### config.mk
export PLATFORM = sky130hd
export DESIGN_NAME = plss_sqrt
export DESIGN_NICKNAME = d
export VERILOG_FILES = /design/src/rtl/plss_pkg.sv /design/src/rtl/plss_sqrt.sv
export SDC_FILE = /design/constraint.sdc
export NUM_CORES = 1
export LEC_CHECK = 0
export BUFFER_PORTS_ARGS = -buffer_cell sky130_fd_sc_hd__buf_2
export CAP_MARGIN = 40
export CORE_ASPECT_RATIO = 1.75
export CORE_MARGIN = 2
export CORE_UTILIZATION = 45
export DETAILED_ROUTE_END_ITERATION = 8
export REMOVE_ABC_BUFFERS = 1
export SETUP_SLACK_MARGIN = 0.05
export SYNTH_ARGS = -nofsm -noshare
export SYNTH_HDL_FRONTEND = slang
export SYNTH_SLANG_ARGS = --single-unit
### constraint.sdc
create_clock -name clk -period 25.3 [get_ports clk]
set_clock_uncertainty 0.2 [all_clocks]
set_input_delay 2.53 -clock clk [delete_from_list [all_inputs] [get_ports clk]]
set_output_delay 2.53 -clock clk [all_outputs]
set_load 0.005 [all_outputs]
### src/rtl/plss_pkg.sv
// plss_pkg: widths, state codes and helpers for the level-set splat block
// no dependencies; used by plss_div, plss_sqrt and particle_level_set_splat
package plss_pkg;

	localparam int GRID_DIM = 32;
	localparam int IDX_W    = $clog2(GRID_DIM);
	localparam int ADDR_W   = 3 * IDX_W;
	localparam int SIZE_W   = 6;
	localparam int POS_W    = 32;
	localparam int DX_W     = 24;
	localparam int DIST_W   = 32;
	localparam int ABSD_W   = DX_W + 2;
	localparam int SQ_W     = 2 * ABSD_W;
	localparam int ACC_W    = SQ_W + 2;
	localparam int RAD_W    = ACC_W - 2;
	localparam int ROOT_W   = RAD_W / 2;

	localparam logic [1:0] OP_CLEAR  = 2'd0;
	localparam logic [1:0] OP_SPLAT  = 2'd1;
	localparam logic [1:0] OP_FINAL  = 2'd2;
	localparam logic [1:0] OP_UNUSED = 2'd3;

	localparam logic [2:0] REG_SIZE_X = 3'd0;
	localparam logic [2:0] REG_SIZE_Y = 3'd1;
	localparam logic [2:0] REG_SIZE_Z = 3'd2;
	localparam logic [2:0] REG_CELL   = 3'd3;
	localparam logic [2:0] REG_RADIUS = 3'd4;

	// size in use: 0 acts as 1, above the grid acts as the grid
	function automatic logic [SIZE_W-1:0] eff_size(input logic [SIZE_W-1:0] s);
		logic [SIZE_W-1:0] r;
		if (s == '0) r = SIZE_W'(1);
		else if (s > SIZE_W'(GRID_DIM)) r = SIZE_W'(GRID_DIM);
		else r = s;
		return r;
	endfunction

endpackage

### src/rtl/plss_sqrt.sv
// plss_sqrt: digit-by-digit integer square root, one result bit per cycle
// depends on plss_pkg
module plss_sqrt (
	input  logic                          clk,
	input  logic                          arst_n,
	input  logic                          start,
	input  logic [plss_pkg::RAD_W-1:0]    radicand,
	output logic                          done,
	output logic [plss_pkg::ROOT_W-1:0]   root
);
	logic                                busy_q;
	logic [$clog2(plss_pkg::ROOT_W)-1:0] cnt_q;
	logic                                done_q;
	logic [plss_pkg::RAD_W-1:0]          v_q;
	logic [plss_pkg::RAD_W-1:0]          res_q;
	logic [plss_pkg::RAD_W-1:0]          bit_q;
	logic [plss_pkg::RAD_W-1:0]          t;

	assign t = res_q + bit_q;

	always_ff @(posedge clk or negedge arst_n) begin
		if (!arst_n) begin
			busy_q <= 1'b0;
			done_q <= 1'b0;
			cnt_q  <= '0;
		end else begin
			done_q <= 1'b0;
			if (start) begin
				busy_q <= 1'b1;
				cnt_q  <= '0;
			end else if (busy_q) begin
				cnt_q <= cnt_q + 1'b1;
				if (cnt_q == ($clog2(plss_pkg::ROOT_W))'(plss_pkg::ROOT_W - 1)) begin
					busy_q <= 1'b0;
					done_q <= 1'b1;
				end
			end
		end
	end

	always_ff @(posedge clk) begin
		if (start) begin
			v_q   <= radicand;
			res_q <= '0;
			bit_q <= plss_pkg::RAD_W'(1) << (plss_pkg::RAD_W - 2);
		end else if (busy_q) begin
			if (v_q >= t) begin
				v_q   <= v_q - t;
				res_q <= (res_q >> 1) + bit_q;
			end else begin
				res_q <= res_q >> 1;
			end
			bit_q <= bit_q >> 2;
		end
	end

	assign done = done_q;
	assign root = res_q[plss_pkg::ROOT_W-1:0];
endmodule

==> Word-level counts from Yosys, hierarchy flattened <==
Cells that the tools add are included.
{ "totals": {"ff_bits": 137, "in_bits": 55, "output_inout_bits": 27, "elab_cells": 27} }
{ "op_classes": {"add_sub_neg": 4, "n_lt_le_gt_ge": 1, "n_eq_ne": 1, "muxes": 12, "n_reduce_logical": 3} }
{ "ops": {"columns": ["cell", "count"], "rows": [
  ["52-bit two-way mux", 4],
  ["51-bit by 51-bit adder with 52-bit output", 1],
  ["52-bit by 51-bit adder with 52-bit output", 1],
  ["52-bit greater-or-equal comparator", 1],
  ["52-bit subtractor", 1],
  ["5-bit two-way mux", 2],
  ["1-bit two-way mux", 6],
  ["5-bit by 1-bit adder with 5-bit output (second input constant)", 1],
  ["5-bit equality test (second input constant)", 1],
  ["2-bit nonzero test", 2],
  ["2-bit AND reduction", 1]
]} }

==> Depth between registers and ports, before layout <==
{ "depth": {"depth_word": 5, "ltp_mapped": 26} }

==> Worst setup path before layout <==
Ideal clock, no wire load.
{ "synth_timing": {"path_kind": "flip-flop to flip-flop", "start": "register res_q[0] (netlist name)", "end": "register v_q[0] (netlist name) (enable)", "setup_ps": 534, "arrival_time_ps": 7967, "t_required_ps": 24566, "path_slack_ps": 16600, "path_stages_with_launch": 25, "period_less_slack_ps": 8700, "path_cell_list": "dfxtp_1 -> ha_1 -> ha_1 -> a21o_1 -> a31oi_1 -> o21ai_0 -> a211oi_1 -> o21ai_1 -> a211oi_1 -> o21a_1 -> nor2b_1 -> xnor2_1 -> ha_1 -> clkbuf_1 -> nand2_1 -> nor2_1 -> a21oi_1 -> o21ai_1 -> a21oi_1 -> o21a_1 -> o311a_1 -> buf_6 -> buf_2 -> buf_2 -> o21ai_0"} }
{ "synth_via": {"elab_chain_cells": 4} }
{ "synth_lines": {"columns": ["element", "line", "text"], "rows": [
  ["from (decl)", "plss_sqrt.sv:15", "logic [plss_pkg::RAD_W-1:0] res_q;"],
  ["from (signal assigned)", "plss_sqrt.sv:49", "res_q <= (res_q >> 1) + bit_q;"],
  ["from (signal assigned)", "plss_sqrt.sv:51", "res_q <= res_q >> 1;"],
  ["52-bit by 51-bit adder with 52-bit output", "plss_sqrt.sv:19", "assign t = res_q + bit_q;"],
  ["52-bit greater-or-equal comparator", "plss_sqrt.sv:47", "if (v_q >= t) begin"],
  ["2-bit nonzero test (no source line)", null, null],
  ["2-bit AND reduction (no source line)", null, null],
  ["to (signal assigned)", "plss_sqrt.sv:43", "v_q <= radicand;"],
  ["to (signal assigned)", "plss_sqrt.sv:48", "v_q <= v_q - t;"],
  ["to (decl)", "plss_sqrt.sv:14", "logic [plss_pkg::RAD_W-1:0] v_q;"]
]} }
No other way between the ends.
A chain may end at the register's enable or synchronous reset.

==> Final worst setup path <==
{ "layout_timing": {"start": "register res_q[2] (netlist name)", "end": "register v_q[25] (netlist name) (enable)"} }
Same word-level chain as after synthesis.

==> summary.md <==
| Metric | Value |
|---|---|
| Complex-gate fraction of the synthesized area | `between 20% and 30%` |
| Logic pwr share | `a little under three fifths` |
| Synth Area in Adders | `a little over a tenth` |
| Critical path startpoint | `res_q[2]` |
| Critical Path AT | `6440 ps` |
| P_int | `between 0.7 and 0.8 mW` |
| Final worst-path cycle share | `around a quarter` |
| Status | `finished clean` |
| GR Util met3 | `3.35%` |
| DRT Wirelength | `37600 µm` |
| Pleak | `roughly 5.5 nW` |
| DR iter-0 viols | `between 600 and 700` |
| Slew HR | `about half` |
| Hold depth | `2` |
| Post-synth EDFFs | `52` |
| Routing usage on met2 | `50.2%` |
| Hold wc startpoint | `res_q[0]` |
| Core area | `approximately 27000 µm²` |
| Post-Place Cells | `1914` |
| GR Overflow Total | `0` |
| Initial core utilization | `between 40% and 50%` |
| Vias in the first global route | `~11000` |
| Diodes inserted | `0` |
| Worst-path maximum fanout | `31` |
| Synth Register Bits | `around 140` |
| Yosys top cell area share | `12.5%` |
| DP HPWL | `between 20000 and 30000 µm` |
| Synth warn | `0` |
| Peak supply drop | `65.8 µV` |
| Largest family of logic cells by synthesized area | `compound AO/OA/AOI/OAI gates` |
| Leading area contributor after synthesis | `dfxtp_1` |
| Port Buffer Count | `between 80 and 90` |
| Clock latency at the later pin of the worst-skew pair | `about 460 ps` |
| Cell row count | `80` |
| Layout cell share with drive strength beyond 1 | `about a tenth` |
| Clock power share | `18.7%` |
| Synth top area cells | `dfxtp_1, edfxtp_1, ha_1` |
| Final critical-path required period | `6530 ps` |
| Sw power | `0.620 mW` |
| Syn Inst Count | `about 1600` |
| TNS Setup | `0 ps` |
| Worst-Margin Slew | `773 ps` |
| I/O pins | `82` |
| Crit end category | `flip-flop` |
| Seq/Total Area, Yosys | `26.4%` |
| Avg Vias per Cell | `5.89` |
| Inserted Clock Buffers | `17` |
| Max clock buf depth | `2` |
| Initial antenna violation count | `0` |
| Hold_buf cts | `0` |
| Gp weighted congestion | `0.973` |
| Switching Share | `between 40% and 50%` |
| Post-synthesis mux area share | `approximately 3%` |
| Power per Cell Area | `about 100 nW/µm²` |
| GRT Total Usage | `between 20% and 30%` |
| FMAX | `153 MHz` |
| Crit Path Category | `reg2reg` |
| Wire length per cell | `approximately 19 µm` |
| Die height | `between 200 and 250 µm` |
| Met1 usage | `a little over a quarter` |
| Final hold viol count | `0` |
| Most used routing layer | `met2` |
| Flop pwr share | `about a quarter` |
| Chip Width | `about 130 µm` |
| Post-CTS Setup Bufs | `0` |
| Synth unique cells | `between 60 and 70` |
| CP Launch Type | `flip-flop` |
| RSZ-0062 raised after global routing | `no` |
| Post-synth top flop | `dfxtp_1` |
| # Max-Cap Violations | `0` |
| Xor/xnor share of the synthesized area | `under 10%` |
| Drt first pass iters | `5` |
| Final Max Tran Viols | `0` |
| Most common cell after layout, fill and taps aside | `nor2_1` |
| DIE AREA | `29100 µm²` |
| Root Driver | `clkbuf_16` |
| TritonCTS clock tree | `yes` |
| Hold Crit Class | `reg2reg` |
| Synth Cell Area | `roughly 12000 µm²` |
| Non-Filler Instances | `around 1900` |
| Synthesis-to-layout area growth | `7.78%` |
| Final setup fails | `0` |
| Critical R2R Launch | `res_q[2]` |
| R2R depth | `20` |
| Post-route ant nets | `0` |
| Largest net degree at the start of global routing | `89` |
| H-tree depth | `4` |
| CTS clk-pin slew, worst paths | `~60 ps` |
| Simple-Gate Fraction of Synth Area | `18.2%` |
| Residual DRC | `0` |
| Avg Cell Area, Syn | `between 7 and 8 µm²` |
| Fin nets | `between 1500 and 2000` |
| Ys async rst share | `~5.1%` |
| First-pass GRT wire length | `59300 µm` |
| Commonest non-fill, non-tap cells in the layout | `nor2_1, nand2_1, o21ai_0` |
| Via count | `between 10000 and 15000` |
| Clock sinks | `137` |
| WP data required | `approximately 25000 ps` |
| CTS resizes | `0` |
[state kept, by name, summed over array words and instances, names as in the netlist]
name and count:
bit_q 26, busy_q 1, cnt_q 5, done 1, res_q 52, v_q 52
[cell type report]
| class | count | area [µm²] |
|---|---|---|
| clock buffers | 17 | 425 |
| clock inverters | 15 | 163 |
| fillers | 2778 | 13800 |
| inverters | 30 | 113 |
| multi-input cells | 1289 | 8490 |
| flip-flops and latches | 137 | 3300 |
| well taps | 369 | 462 |
| repair buffers | 89 | 488 |
[routing by layer]
metal | share of wire [%] | routed length [µm]
met3 | 2.7 | 1010
met1 | 38 | 14100
met4 | 4.8 | 1820
met2 | 55 | 20700
met5 | 0 | 0
[per-stage QoR]
step / worst slack, ps / util (%) / hold slack, ps / total power, mW / instance area, µm²
floorplan: 16120 / - / 277 / 0.905 / 11900
global placement: 18680 / 47.1 / 301 / 1.10 / 12800
detailed placement: 18790 / 47.2 / 305 / 1.11 / 12900
CTS: 18750 / 49.4 / 314 / 1.38 / 13400
global route: 18250 / 49.4 / 343 / 1.47 / 13400
finish: 18770 / 49.4 / 319 / 1.37 / 13400
[critical path: stages, from the launching register on]
cell and delay, ps:
dfxtp_1 470, ha_1 320, a31o_2 270, a31oi_1 290, o21ai_1 170, a311oi_1 420, o21ai_1 200, a31oi_1 370
o21ai_0 140, a211oi_1 290, xor2_1 120, ha_1 350, nand4_1 250, nor3_1 210, nand4_1 110, nor4_1 370
a21oi_1 140, o311a_2 160, buf_4 200, o21ai_4 580, buf_4 500
[synth_stat cells, types with 16 or more instances]
cell type / count
dfxtp_1: 78
ha_1: 108
nand2_1: 159
o21a_1: 16
nor2_1: 181
or3_1: 16
nand3_1: 24
nor2b_1: 19
buf_4: 27
a211oi_1: 43
a31oi_1: 49
buf_2: 19
nor3_1: 19
xnor2_1: 64
edfxtp_1: 52
mux2i_1: 35
a31o_2: 16
o21bai_1: 22
o21ai_0: 128
a311oi_1: 17
xor2_1: 62
a21o_1: 50
clkbuf_1: 63
a21oi_1: 93
inv_1: 30
nand4_1: 40
[worst paths after layout]
path / end / slack, ps
min in group asynchronous: cnt_q[2] / 1700
min reg2reg: res_q[0] / 320
max reg2reg: v_q[25] / 18770
min: res_q[0] / 320
max: v_q[25] / 18770
max in group asynchronous: busy_q / 23030
[power by group through the flow]
stage / Combinational [mW] / Clock (mW) / Sequential, mW
finish: 0.771 / 0.257 / 0.346
detailed placement: 0.764 / 0 / 0.350
global route: 0.850 / 0.269 / 0.351
global placement: 0.754 / 0 / 0.349
CTS: 0.770 / 0.261 / 0.346
floorplan: 0.569 / 0 / 0.336
[logic make-up (layout without fill, tap and decap cells)]
family | Yosys count | after routing
flip-flops | 137 | 137
buffers and inverters | 146 | 151
multiplexers | 37 | 37
AND/OR/NAND/NOR | 504 | 504
XOR/XNOR | 126 | 126
AO/OA/AOI/OAI | 513 | 513
adder cells (fa/ha/maj) | 109 | 109
(Power assumes the default switching activity.)
