<file path="src/rtl/plss_pkg.sv">
// plss_pkg: widths, state codes and helpers for the level-set splat block
// no dependencies; used by plss_div, plss_sqrt and particle_level_set_splat
package plss_pkg;

	localparam int GRID_DIM = 32;
	localparam int IDX_W    = $clog2(GRID_DIM);
	localparam int ADDR_W   = 3 * IDX_W;
	localparam int SIZE_W   = 6;
	localparam int POS_W    = 32;
	localparam int DX_W     = 24;
	localparam int DIST_W   = 32;
	localparam int ABSD_W   = DX_W + 2;
	localparam int SQ_W     = 2 * ABSD_W;
	localparam int ACC_W    = SQ_W + 2;
	localparam int RAD_W    = ACC_W - 2;
	localparam int ROOT_W   = RAD_W / 2;

	localparam logic [1:0] OP_CLEAR  = 2'd0;
	localparam logic [1:0] OP_SPLAT  = 2'd1;
	localparam logic [1:0] OP_FINAL  = 2'd2;
	localparam logic [1:0] OP_UNUSED = 2'd3;

	localparam logic [2:0] REG_SIZE_X = 3'd0;
	localparam logic [2:0] REG_SIZE_Y = 3'd1;
	localparam logic [2:0] REG_SIZE_Z = 3'd2;
	localparam logic [2:0] REG_CELL   = 3'd3;
	localparam logic [2:0] REG_RADIUS = 3'd4;

	// size in use: 0 acts as 1, above the grid acts as the grid
	function automatic logic [SIZE_W-1:0] eff_size(input logic [SIZE_W-1:0] s);
		logic [SIZE_W-1:0] r;
		if (s == '0) r = SIZE_W'(1);
		else if (s > SIZE_W'(GRID_DIM)) r = SIZE_W'(GRID_DIM);
		else r = s;
		return r;
	endfunction

endpackage

</file>
<file path="src/rtl/plss_div.sv">
// plss_div: restoring divider, one quotient bit per cycle
// depends on plss_pkg
module plss_div (
	input  logic                          clk,
	input  logic                          arst_n,
	input  logic                          start,
	input  logic [plss_pkg::POS_W-1:0]    dividend,
	input  logic [plss_pkg::DX_W-1:0]     divisor,
	output logic                          done,
	output logic [plss_pkg::POS_W-1:0]    quotient
);
	logic                               busy_q;
	logic [$clog2(plss_pkg::POS_W)-1:0] cnt_q;
	logic [plss_pkg::POS_W-1:0]         num_q;
	logic [plss_pkg::POS_W-1:0]         quo_q;
	logic [plss_pkg::DX_W-1:0]          rem_q;
	logic [plss_pkg::DX_W-1:0]          dvs_q;
	logic                               done_q;
	logic [plss_pkg::DX_W:0]            trial;
	logic                               ge;

	assign trial = {rem_q, num_q[plss_pkg::POS_W-1]};
	assign ge    = trial >= {1'b0, dvs_q};

	always_ff @(posedge clk or negedge arst_n) begin
		if (!arst_n) begin
			busy_q <= 1'b0;
			done_q <= 1'b0;
			cnt_q  <= '0;
		end else begin
			done_q <= 1'b0;
			if (start) begin
				busy_q <= 1'b1;
				cnt_q  <= '0;
			end else if (busy_q) begin
				cnt_q <= cnt_q + 1'b1;
				if (cnt_q == '1) begin
					busy_q <= 1'b0;
					done_q <= 1'b1;
				end
			end
		end
	end

	always_ff @(posedge clk) begin
		if (start) begin
			num_q <= dividend;
			dvs_q <= divisor;
			rem_q <= '0;
			quo_q <= '0;
		end else if (busy_q) begin
			num_q <= {num_q[plss_pkg::POS_W-2:0], 1'b0};
			rem_q <= ge ? plss_pkg::DX_W'(trial - {1'b0, dvs_q}) : trial[plss_pkg::DX_W-1:0];
			quo_q <= {quo_q[plss_pkg::POS_W-2:0], ge};
		end
	end

	assign done     = done_q;
	assign quotient = quo_q;
endmodule

</file>
<file path="config.mk">
export PLATFORM = sky130hd
export DESIGN_NAME = plss_div
export DESIGN_NICKNAME = d
export VERILOG_FILES = /design/src/rtl/plss_pkg.sv /design/src/rtl/plss_div.sv
export SDC_FILE = /design/constraint.sdc
export NUM_CORES = 1
export LEC_CHECK = 0
export CORE_MARGIN = 3
export CORE_UTILIZATION = 40
export CTS_CLUSTER_SIZE = 30
export DETAILED_ROUTE_END_ITERATION = 8
export DONT_BUFFER_PORTS = 1
export PLACE_DENSITY_LB_ADDON = 0.25
export SETUP_SLACK_MARGIN = 0.02
export SLEW_MARGIN = 30
export SYNTH_ARGS = -nofsm -noshare
export SYNTH_HDL_FRONTEND = slang
export SYNTH_SLANG_ARGS = --single-unit
</file>
<file path="constraint.sdc">
create_clock -name clk -period 2.7 [get_ports clk]
set_input_delay 0.675 -clock clk [delete_from_list [all_inputs] [get_ports clk]]
set_output_delay 0.675 -clock clk [all_outputs]
set_load 0.03 [all_outputs]
</file>
Yosys cells after proc, flatten, opt, wreduce, memory -nomap -nowiden
Cells that the tools add are included.
{ "classes": {"n_reduce_logical": 1, "n_mux": 11, "add_sub_neg": 2, "n_lt_le_gt_ge": 1, "eq_ne": 1} }
{ "op_table": {"columns": ["op", "count"], "rows": [
  ["$mux 32", 2],
  ["$ge 25x24->1", 1],
  ["$mux 24", 1],
  ["$sub 24x24->24", 1],
  ["$mux 5", 2],
  ["$mux 1", 6],
  ["$add 5x1->5 const B", 1],
  ["$eq 5x5->1 const B", 1],
  ["$reduce_bool 2->1", 1]
]} }
{ "totals": {"output_inout_bits": 33, "inputBits": 59, "ff_bits": 119, "word_cells": 23} }

Depth between registers and ports, before layout
Gate-level depths: netlist of the first run.
{ "depth": {"depth_word": 4, "ltp_mapped": 11, "mapped_depth_nobuf": 11} }

Worst setup path before layout of the first run
Ideal clock, no wire load.
{ "synth_timing": {"path_kind": "flip-flop to flip-flop", "start": "reg num_q[31] (netlist name)", "end": "reg rem_q[22] (netlist name)", "setup_time_ps": 91, "period_less_slack_ps": 2392, "n_path_buf": 0, "required_time_ps": 2609, "path_stages_with_launch": 12, "arrival_time_ps": 2301, "slack_ps": 308, "path_cell_list": "edfxtp_1 -> inv_1 -> ha_1 -> fa_1 -> nor2b_1 -> o211a_1 -> o31a_1 -> a21o_1 -> o31ai_2 -> mux2i_1 -> o21bai_1 -> a311oi_1"} }
{ "synth_via": {"elab_chain_len": 2, "word_cells_on_any_way": 3, "cone_classes": "add/sub: 1; order compare: 1; mux: 1"} }
{ "synth_rtl": {"columns": ["item", "line", "source"], "rows": [
  ["from (decl)", "plss_div.sv:14", "logic [plss_pkg::POS_W-1:0] num_q;"],
  ["from (signal assigned)", "plss_div.sv:47", "num_q <= dividend;"],
  ["from (signal assigned)", "plss_div.sv:52", "num_q <= {num_q[plss_pkg::POS_W-2:0], 1'b0};"],
  ["$sub 24x24->24 / $ge 25x24->1 (equally long branches)", "plss_div.sv:53, plss_div.sv:23", null],
  ["$mux 24 (*)", "plss_div.sv:53", "rem_q <= ge ? plss_pkg::DX_W'(trial - {1'b0, dvs_q}) : trial[plss_pkg::DX_W-1:0];"],
  ["to (signal assigned)", "plss_div.sv:53", null],
  ["to (decl)", "plss_div.sv:16", "logic [plss_pkg::DX_W-1:0] rem_q;"]
]} }
Every way passes the cells marked *; elsewhere a longest branch is shown, timed or not.
A chain may end at the register's enable or synchronous reset.

Worst setup path after layout of the first run
Same ends and word-level chain as after synthesis.

==> results.toml, run 1 <==
[global_route]
grt_max_degree = 119
antenna_found_initial = 3
grt_pass1_wl_um = 19100
grt_usage_pct = 14.6
overflow = 0
grt_pass1_vias = 3954

[synth]
seq_area_frac_synth_pct = 49.7
synthesis.nets = 625
yosysTopAreaCell = "edfxtp_1"
syn_area_um2 = 5990
synth_cell_type_count = 58
async_reset_ff_share_pct = 5.88
synth_area_leaders = "edfxtp_1 (28%), dfxtp_1 (19%), mux2i_1 (8.5%), mux2_2 (6.0%), ha_1 (5.4%)"
yosys_warnings = 0
synth_edf_count = 56
synth_top_flop_cell = "edfxtp_1"
yosysTopAreaCellShare_pct = 28.1
ys_seq_elements = 119
syn_avg_cell_area_um2 = 11.1
syn_inst = 539

[cts]
h-tree-depth = 4
clock_sinks = 119
root_buffer = "clkbuf_16"
clock_latency_ns = 0.41
ctsLongestPathBuffers = 2
cts_tree = "yes"
cts_buffers = 17
path_clk_slew_ns = 0.05

[floorplanning]
initial_core_util_pct = 41.0
rows = 44
core_area_um2 = 14600
dieArea_um2 = 16500
die_x_um = 128
die_h_um = 128
pin_count = 92

[timing]
setup_violations = 0
hold_viol = 0
setup_slack_ns = 0.145
finalCritPeriodShare_pct = 94.6
finalMaxSlewViolations = 0
finalSetupTns_ns = 0
fmax_mhz = 391
tightest_slew_ns = 0.427
relSlewSlack_pct = 71.5
fin_skew_ns = 0.0101
min_period_ns = 2.56
rsz0062_at_grt = "yes"

[pwr]
power_density_nw_per_um2 = 665
p_sw_share_pct = 21.1
ir_worst_vdd_uv = 483
p_seq_share_pct = 44.6
clockPowerShare_pct = 49.7
p_switching_mw = 0.954
power.internal_mw = 3.57
leakage_nw = 3.08
p_comb_share_pct = 5.8

[detailed_routing]
routed_via_density = 5.26
drtIter0Drc = 176
dr.pass1.iters = 6
vias = 3909
routed_wl_um = 11500
drtAntennaViolNets = 0
route.detailed.drc = 0
avgRoutedWirePerCell_um = 15.4

[final_layout]
filler_cell_count = 1326
multi_input_area_um2 = 2760
final-seq-area_um2 = 2980
fin_nets = 633
final_util_pct = 46.6
final_cell_mix = "nor2_1 (66), edfxtp_1 (56), dfxtp_1 (56), mux2i_1 (51), inv_1 (33)"
layout_commonest_cell = "nor2_1"
syn_to_final_growth_pct = 13.6
drive_gt1_share_pct = 16.6
n_antenna_cell = 0

[critical_path]
reg2reg_to = "rem_q[22]"
critPathRequiredTime_ns = 3.01
timing.critical_path.slowest_stage_cell = "edfxtp_1"
r2r-start = "num_q[31]"
regToRegSetupSlack_ns = 0.14
cpPeakStageDelay_ns = 0.37
path_buf_inv = 1
critPathLaunch = "num_q[31]"
cp-end-kind = "register"
path_class = "register to register"
crit_family = "compound AO/OA/AOI/OAI gates"
worstPathCellList = "inv_1 -> ha_2 -> fa_2 -> nor2b_1 -> o211a_1 -> o31a_1 -> a21o_4 -> o31ai_4 -> mux2i_1 -> o21bai_1 -> a311oi_1"
worstPathMaxFanout = 5
arrival_ns = 2.87
cp-start-kind = "register"
worstRegToRegCells = 11

[worst_hold_path]
hold_class = "primary input to register"
whs_path_depth = 1
min_from = "start"
holdPathEnd = "rem_q[9]"

[place]
dp_hpwl_um = 7670
port_buffers = 0
dp_slack_ns = 0.105
gp_congestion = 0.820

[job]
drv_cap = 0

[status]
outcome = "completed"
-- cells in the mapped netlist, drive strengths merged, types with 18 or more instances --
| library cell | n |
|---|---|
| mux2 | 32 |
| nand2 | 22 |
| mux2i | 51 |
| edfxtp | 56 |
| a211oi | 18 |
| o21ai | 18 |
| dfxtp | 56 |
| ha | 26 |
| inv | 33 |
| a21oi | 25 |
| nor2 | 67 |
-- worst reg2reg max path, delay by kind of cell (launching register included) --
family	cells	cell delay [ns]
compound gates	6	1.37
fa+ha+maj	2	0.39
mux	1	0.21
simple gates	1	0.06
buf+inv	1	0.07
flops	1	0.37
-- flip-flops by register name, summed over array words and instances (netlist names) --
name / count
num_q: 32
busy_q: 1
rem_q: 24
done: 1
quotient: 32
cnt_q: 5
dvs_q: 24
-- worst max-delay path by stage --
stage                            to  cells past startpoint
after floorplan           rem_q[22]                     11
after global placement    rem_q[22]                     11
after detailed placement  rem_q[22]                     11
after CTS                 rem_q[22]                     11
after global routing      rem_q[19]                     11
final                     rem_q[22]                     11
-- power groups by stage --
| stage | clock [mW] | combinational, mW | sequential, mW |
|---|---|---|---|
| after detailed placement | 0 | 0.252 | 2.05 |
| after global routing | 2.38 | 0.295 | 2.02 |
| after CTS | 2.32 | 0.258 | 2.02 |
| after global placement | 0 | 0.250 | 2.05 |
| after floorplan | 0 | 0.231 | 2.04 |
| final | 2.25 | 0.260 | 2.01 |
-- cell families (layout without fill, tap and decap cells) --
kind of cell	count (synthesis)	after routing	share of synthesized area, %
adder cells (fa/ha/maj)	27	27	5.77
XOR/XNOR	21	21	3.07
AO/OA/AOI/OAI	106	106	12.4
AND/OR/NAND/NOR	126	126	9.91
multiplexers	83	83	14.5
buffers and inverters	57	77	4.58
flip-flops	119	119	49.7
-- cell type report --
cell class              count  share of cell area (%)
flip-flops and latches    119                    43.8
multi-input cells         363                    40.5
clock buffers              20                    6.42
well taps                 184                    3.38
clock inverters            11                    2.21
repair buffers             13                    1.84
inverters                  33                    1.82
-- per-stage QoR --
step	hold WS, ns	total power [mW]	cell area (um2)	cells
3_3_place_gp	0.380	2.30	6140	705
4_1_cts	0.332	4.59	6740	737
2_1_floorplan	0.379	2.27	5990	539
6_report	0.344	4.52	6800	743
3_5_place_dp	0.380	2.30	6140	705
5_1_grt	0.326	4.70	6800	743
-- what timing repair did --
item                                   in CTS  in global routing
hold buffers                                1                  0
setup buffers                               0                  6
endpoints found under the hold margin       7                  0
setup endpoints to repair                   0                 18
gates resized for setup                     0                  5
-- layer usage --
layer	global-route usage, %	part of all wire, %	vias up	routed length, um
met1	17.7	45	1843	5140
met5	0	0.30	-	34
met4	5.06	1.7	6	193
li1	-	-	1963	-
met2	22.7	47	75	5360
met3	7.18	6.5	22	748
No activity file was read; power rests on OpenSTA's default activity.
==> inputs of run 2 (changes only) <==
--- a/config.mk
+++ b/config.mk
@@ -5,6 +5,7 @@
 export SDC_FILE = /design/constraint.sdc
 export NUM_CORES = 1
 export LEC_CHECK = 0
+export CORE_ASPECT_RATIO = 0.5
 export CORE_MARGIN = 3
 export CORE_UTILIZATION = 40
 export CTS_CLUSTER_SIZE = 30
==> run 2 against run 1 <==
Setup slack better by 0.024 ns. Clock-buffer cell count up 3. Utilization up 1.8 points. Via count down 0.18%. Register-to-register slack better by 0.02 ns. Flip-flop and latch count unchanged. Clock power down 4%. Total power down 2.0%. Critical path depth unchanged.
==> results.toml, run 2 (synthesis results as in run 1) <==
[global_route]
antenna_found_initial = 2
grt_pass1_vias = 3840
overflow = 0
grt_pass1_wl_um = 19500
grt_usage_pct = 14.9
grt_max_degree = 119

[worst_hold_path]
min_from = "divisor[4]"
hold_class = "primary input to register"

[floorplanning]
core_area_um2 = 14100
initial_core_util_pct = 42.5
die_h_um = 92.5
rows = 30
pin_count = 92
die_x_um = 179
dieArea_um2 = 16600

[cts]
clock_latency_ns = 0.41
path_clk_slew_ns = 0.06
h-tree-depth = 4
ctsLongestPathBuffers = 2
root_buffer = "clkbuf_16"
cts_tree = "yes"
cts_buffers = 17
clock_sinks = 119

[final_layout]
fin_nets = 634
final_cells = 753
final_util_pct = 48.4
syn_to_final_growth_pct = 13.8
drive_gt1_share_pct = 17.3
n_antenna_cell = 0
final_cell_mix = "nor2_1 (66), edfxtp_1 (56), dfxtp_1 (56), mux2i_1 (51), inv_1 (33)"
layout_commonest_cell = "nor2_1"

[status]
outcome = "completed"

[place]
dp_hpwl_um = 7780
port_buffers = 0
gp_congestion = 0.812
dp_slack_ns = 0.130
dp.cells = 717

[timing]
finalCritPeriodShare_pct = 93.7
hold_viol = 0
setup_slack_ns = 0.169
finalMaxSlewViolations = 0
tightest_slew_ns = 0.410
fin_skew_ns = 0.00997
setup_violations = 0
relSlewSlack_pct = 72.7
rsz0062_at_grt = "yes"
fmax_mhz = 395
min_period_ns = 2.53

[critical_path]
arrival_ns = 2.80
critPathLaunch = "dvs_q[1]"
r2r-start = "dvs_q[1]"
cp-end-kind = "register"
worstPathMaxFanout = 9
cp-start-kind = "register"
critPathRequiredTime_ns = 2.97
path_class = "register to register"

[detailed_routing]
dr.pass1.iters = 4
drt-met1-wl_um = 5740
route.detailed.drc = 0
routed_via_density = 5.18
vias = 3902
avgRoutedWirePerCell_um = 15.6
wl_met2_um = 5240
drtIter0Drc = 185
highest_layer = "met5"
routed_wl_um = 11800
drtAntennaViolNets = 0
met3WireLength_um = 626

[pwr]
leakage_nw = 3.11
ir_worst_vdd_uv = 443
power_density_nw_per_um2 = 650

[job]
drv_cap = 0
-- run 2: changes by cell type in the layout (fill, tap and decap cells not counted) --
cell	previous run	this run
a21boi_2	2	1
a21boi_4	0	1
buf_12	2	3
bufinv_16	3	0
clkbuf_1	3	2
clkbuf_16	17	18
clkbuf_8	0	3
clkinv_4	3	1
clkinvlp_4	2	0
inv_4	0	4
inv_6	1	2
nor2b_1	6	5
nor2b_2	0	1
-- run 2: path summary, 6_finish.rpt --
path | end | slack [ns] | depth (start not counted)
max | rem_q[16] | 0.17 | 11
min | dvs_q[4] | 0.36 | 0
max reg2reg | rem_q[16] | 0.17 | 11
min reg2reg | rem_q[1] | 0.47 | 2
max in group asynchronous | busy_q | 1.85 | 1
min in group asynchronous | cnt_q[2] | 0.59 | 1
-- run 2: what timing repair did --
action,4_1_cts,5_1_grt
hold buffers,1,0
resized for setup,0,7
buffers inserted,0,3
endpoints found under the setup margin,0,9
endpoints found under the hold margin,7,0
-- run 2: power by group --
group          internal, mW  switching, mW
registers              1.99         0.0276
logic                 0.136          0.131
clock network          1.31          0.842
total                  3.43           1.00
-- run 2: routing by layer --
layer	global-route usage, %	vias up
met5	0	-
met4	5.76	4
met3	5.53	16
met2	21.5	77
met1	20.3	1842
li1	-	1963
-- run 2: final cells by class --
cell class	count	area, um2
Clock inverter	9	61.3
Tap cell	192	240
Clock buffer	23	499
Inverter	33	124
Sequential cell	119	2980
Multi-Input combinational cell	363	2770
Timing Repair Buffer	14	145
Fill cell	1314	7260
-- run 2: stage by stage --
stage / hold slack [ns] / setup TNS, ns / instance area (um2) / power (mW)
detailed placement: 0.380 / 0 / 6190 / 2.31
CTS: 0.317 / 0 / 6760 / 4.50
global placement: 0.380 / 0 / 6190 / 2.31
floorplan: 0.379 / 0 / 5990 / 2.27
finish: 0.357 / 0 / 6820 / 4.43
global route: 0.328 / -0.0216 / 6820 / 4.61
-- run 2: worst max-delay path: stages, from the launching register on --
cell and delay (ns):
edfxtp_1 0.43, inv_1 0.08, ha_1 0.25, nor2b_1 0.16, o21bai_1 0.24, nand4_1 0.22, nand4_1 0.21, nand4_1 0.16
nand3_4 0.18, buf_12 0.16, mux2i_1 0.22, a211oi_1 0.09
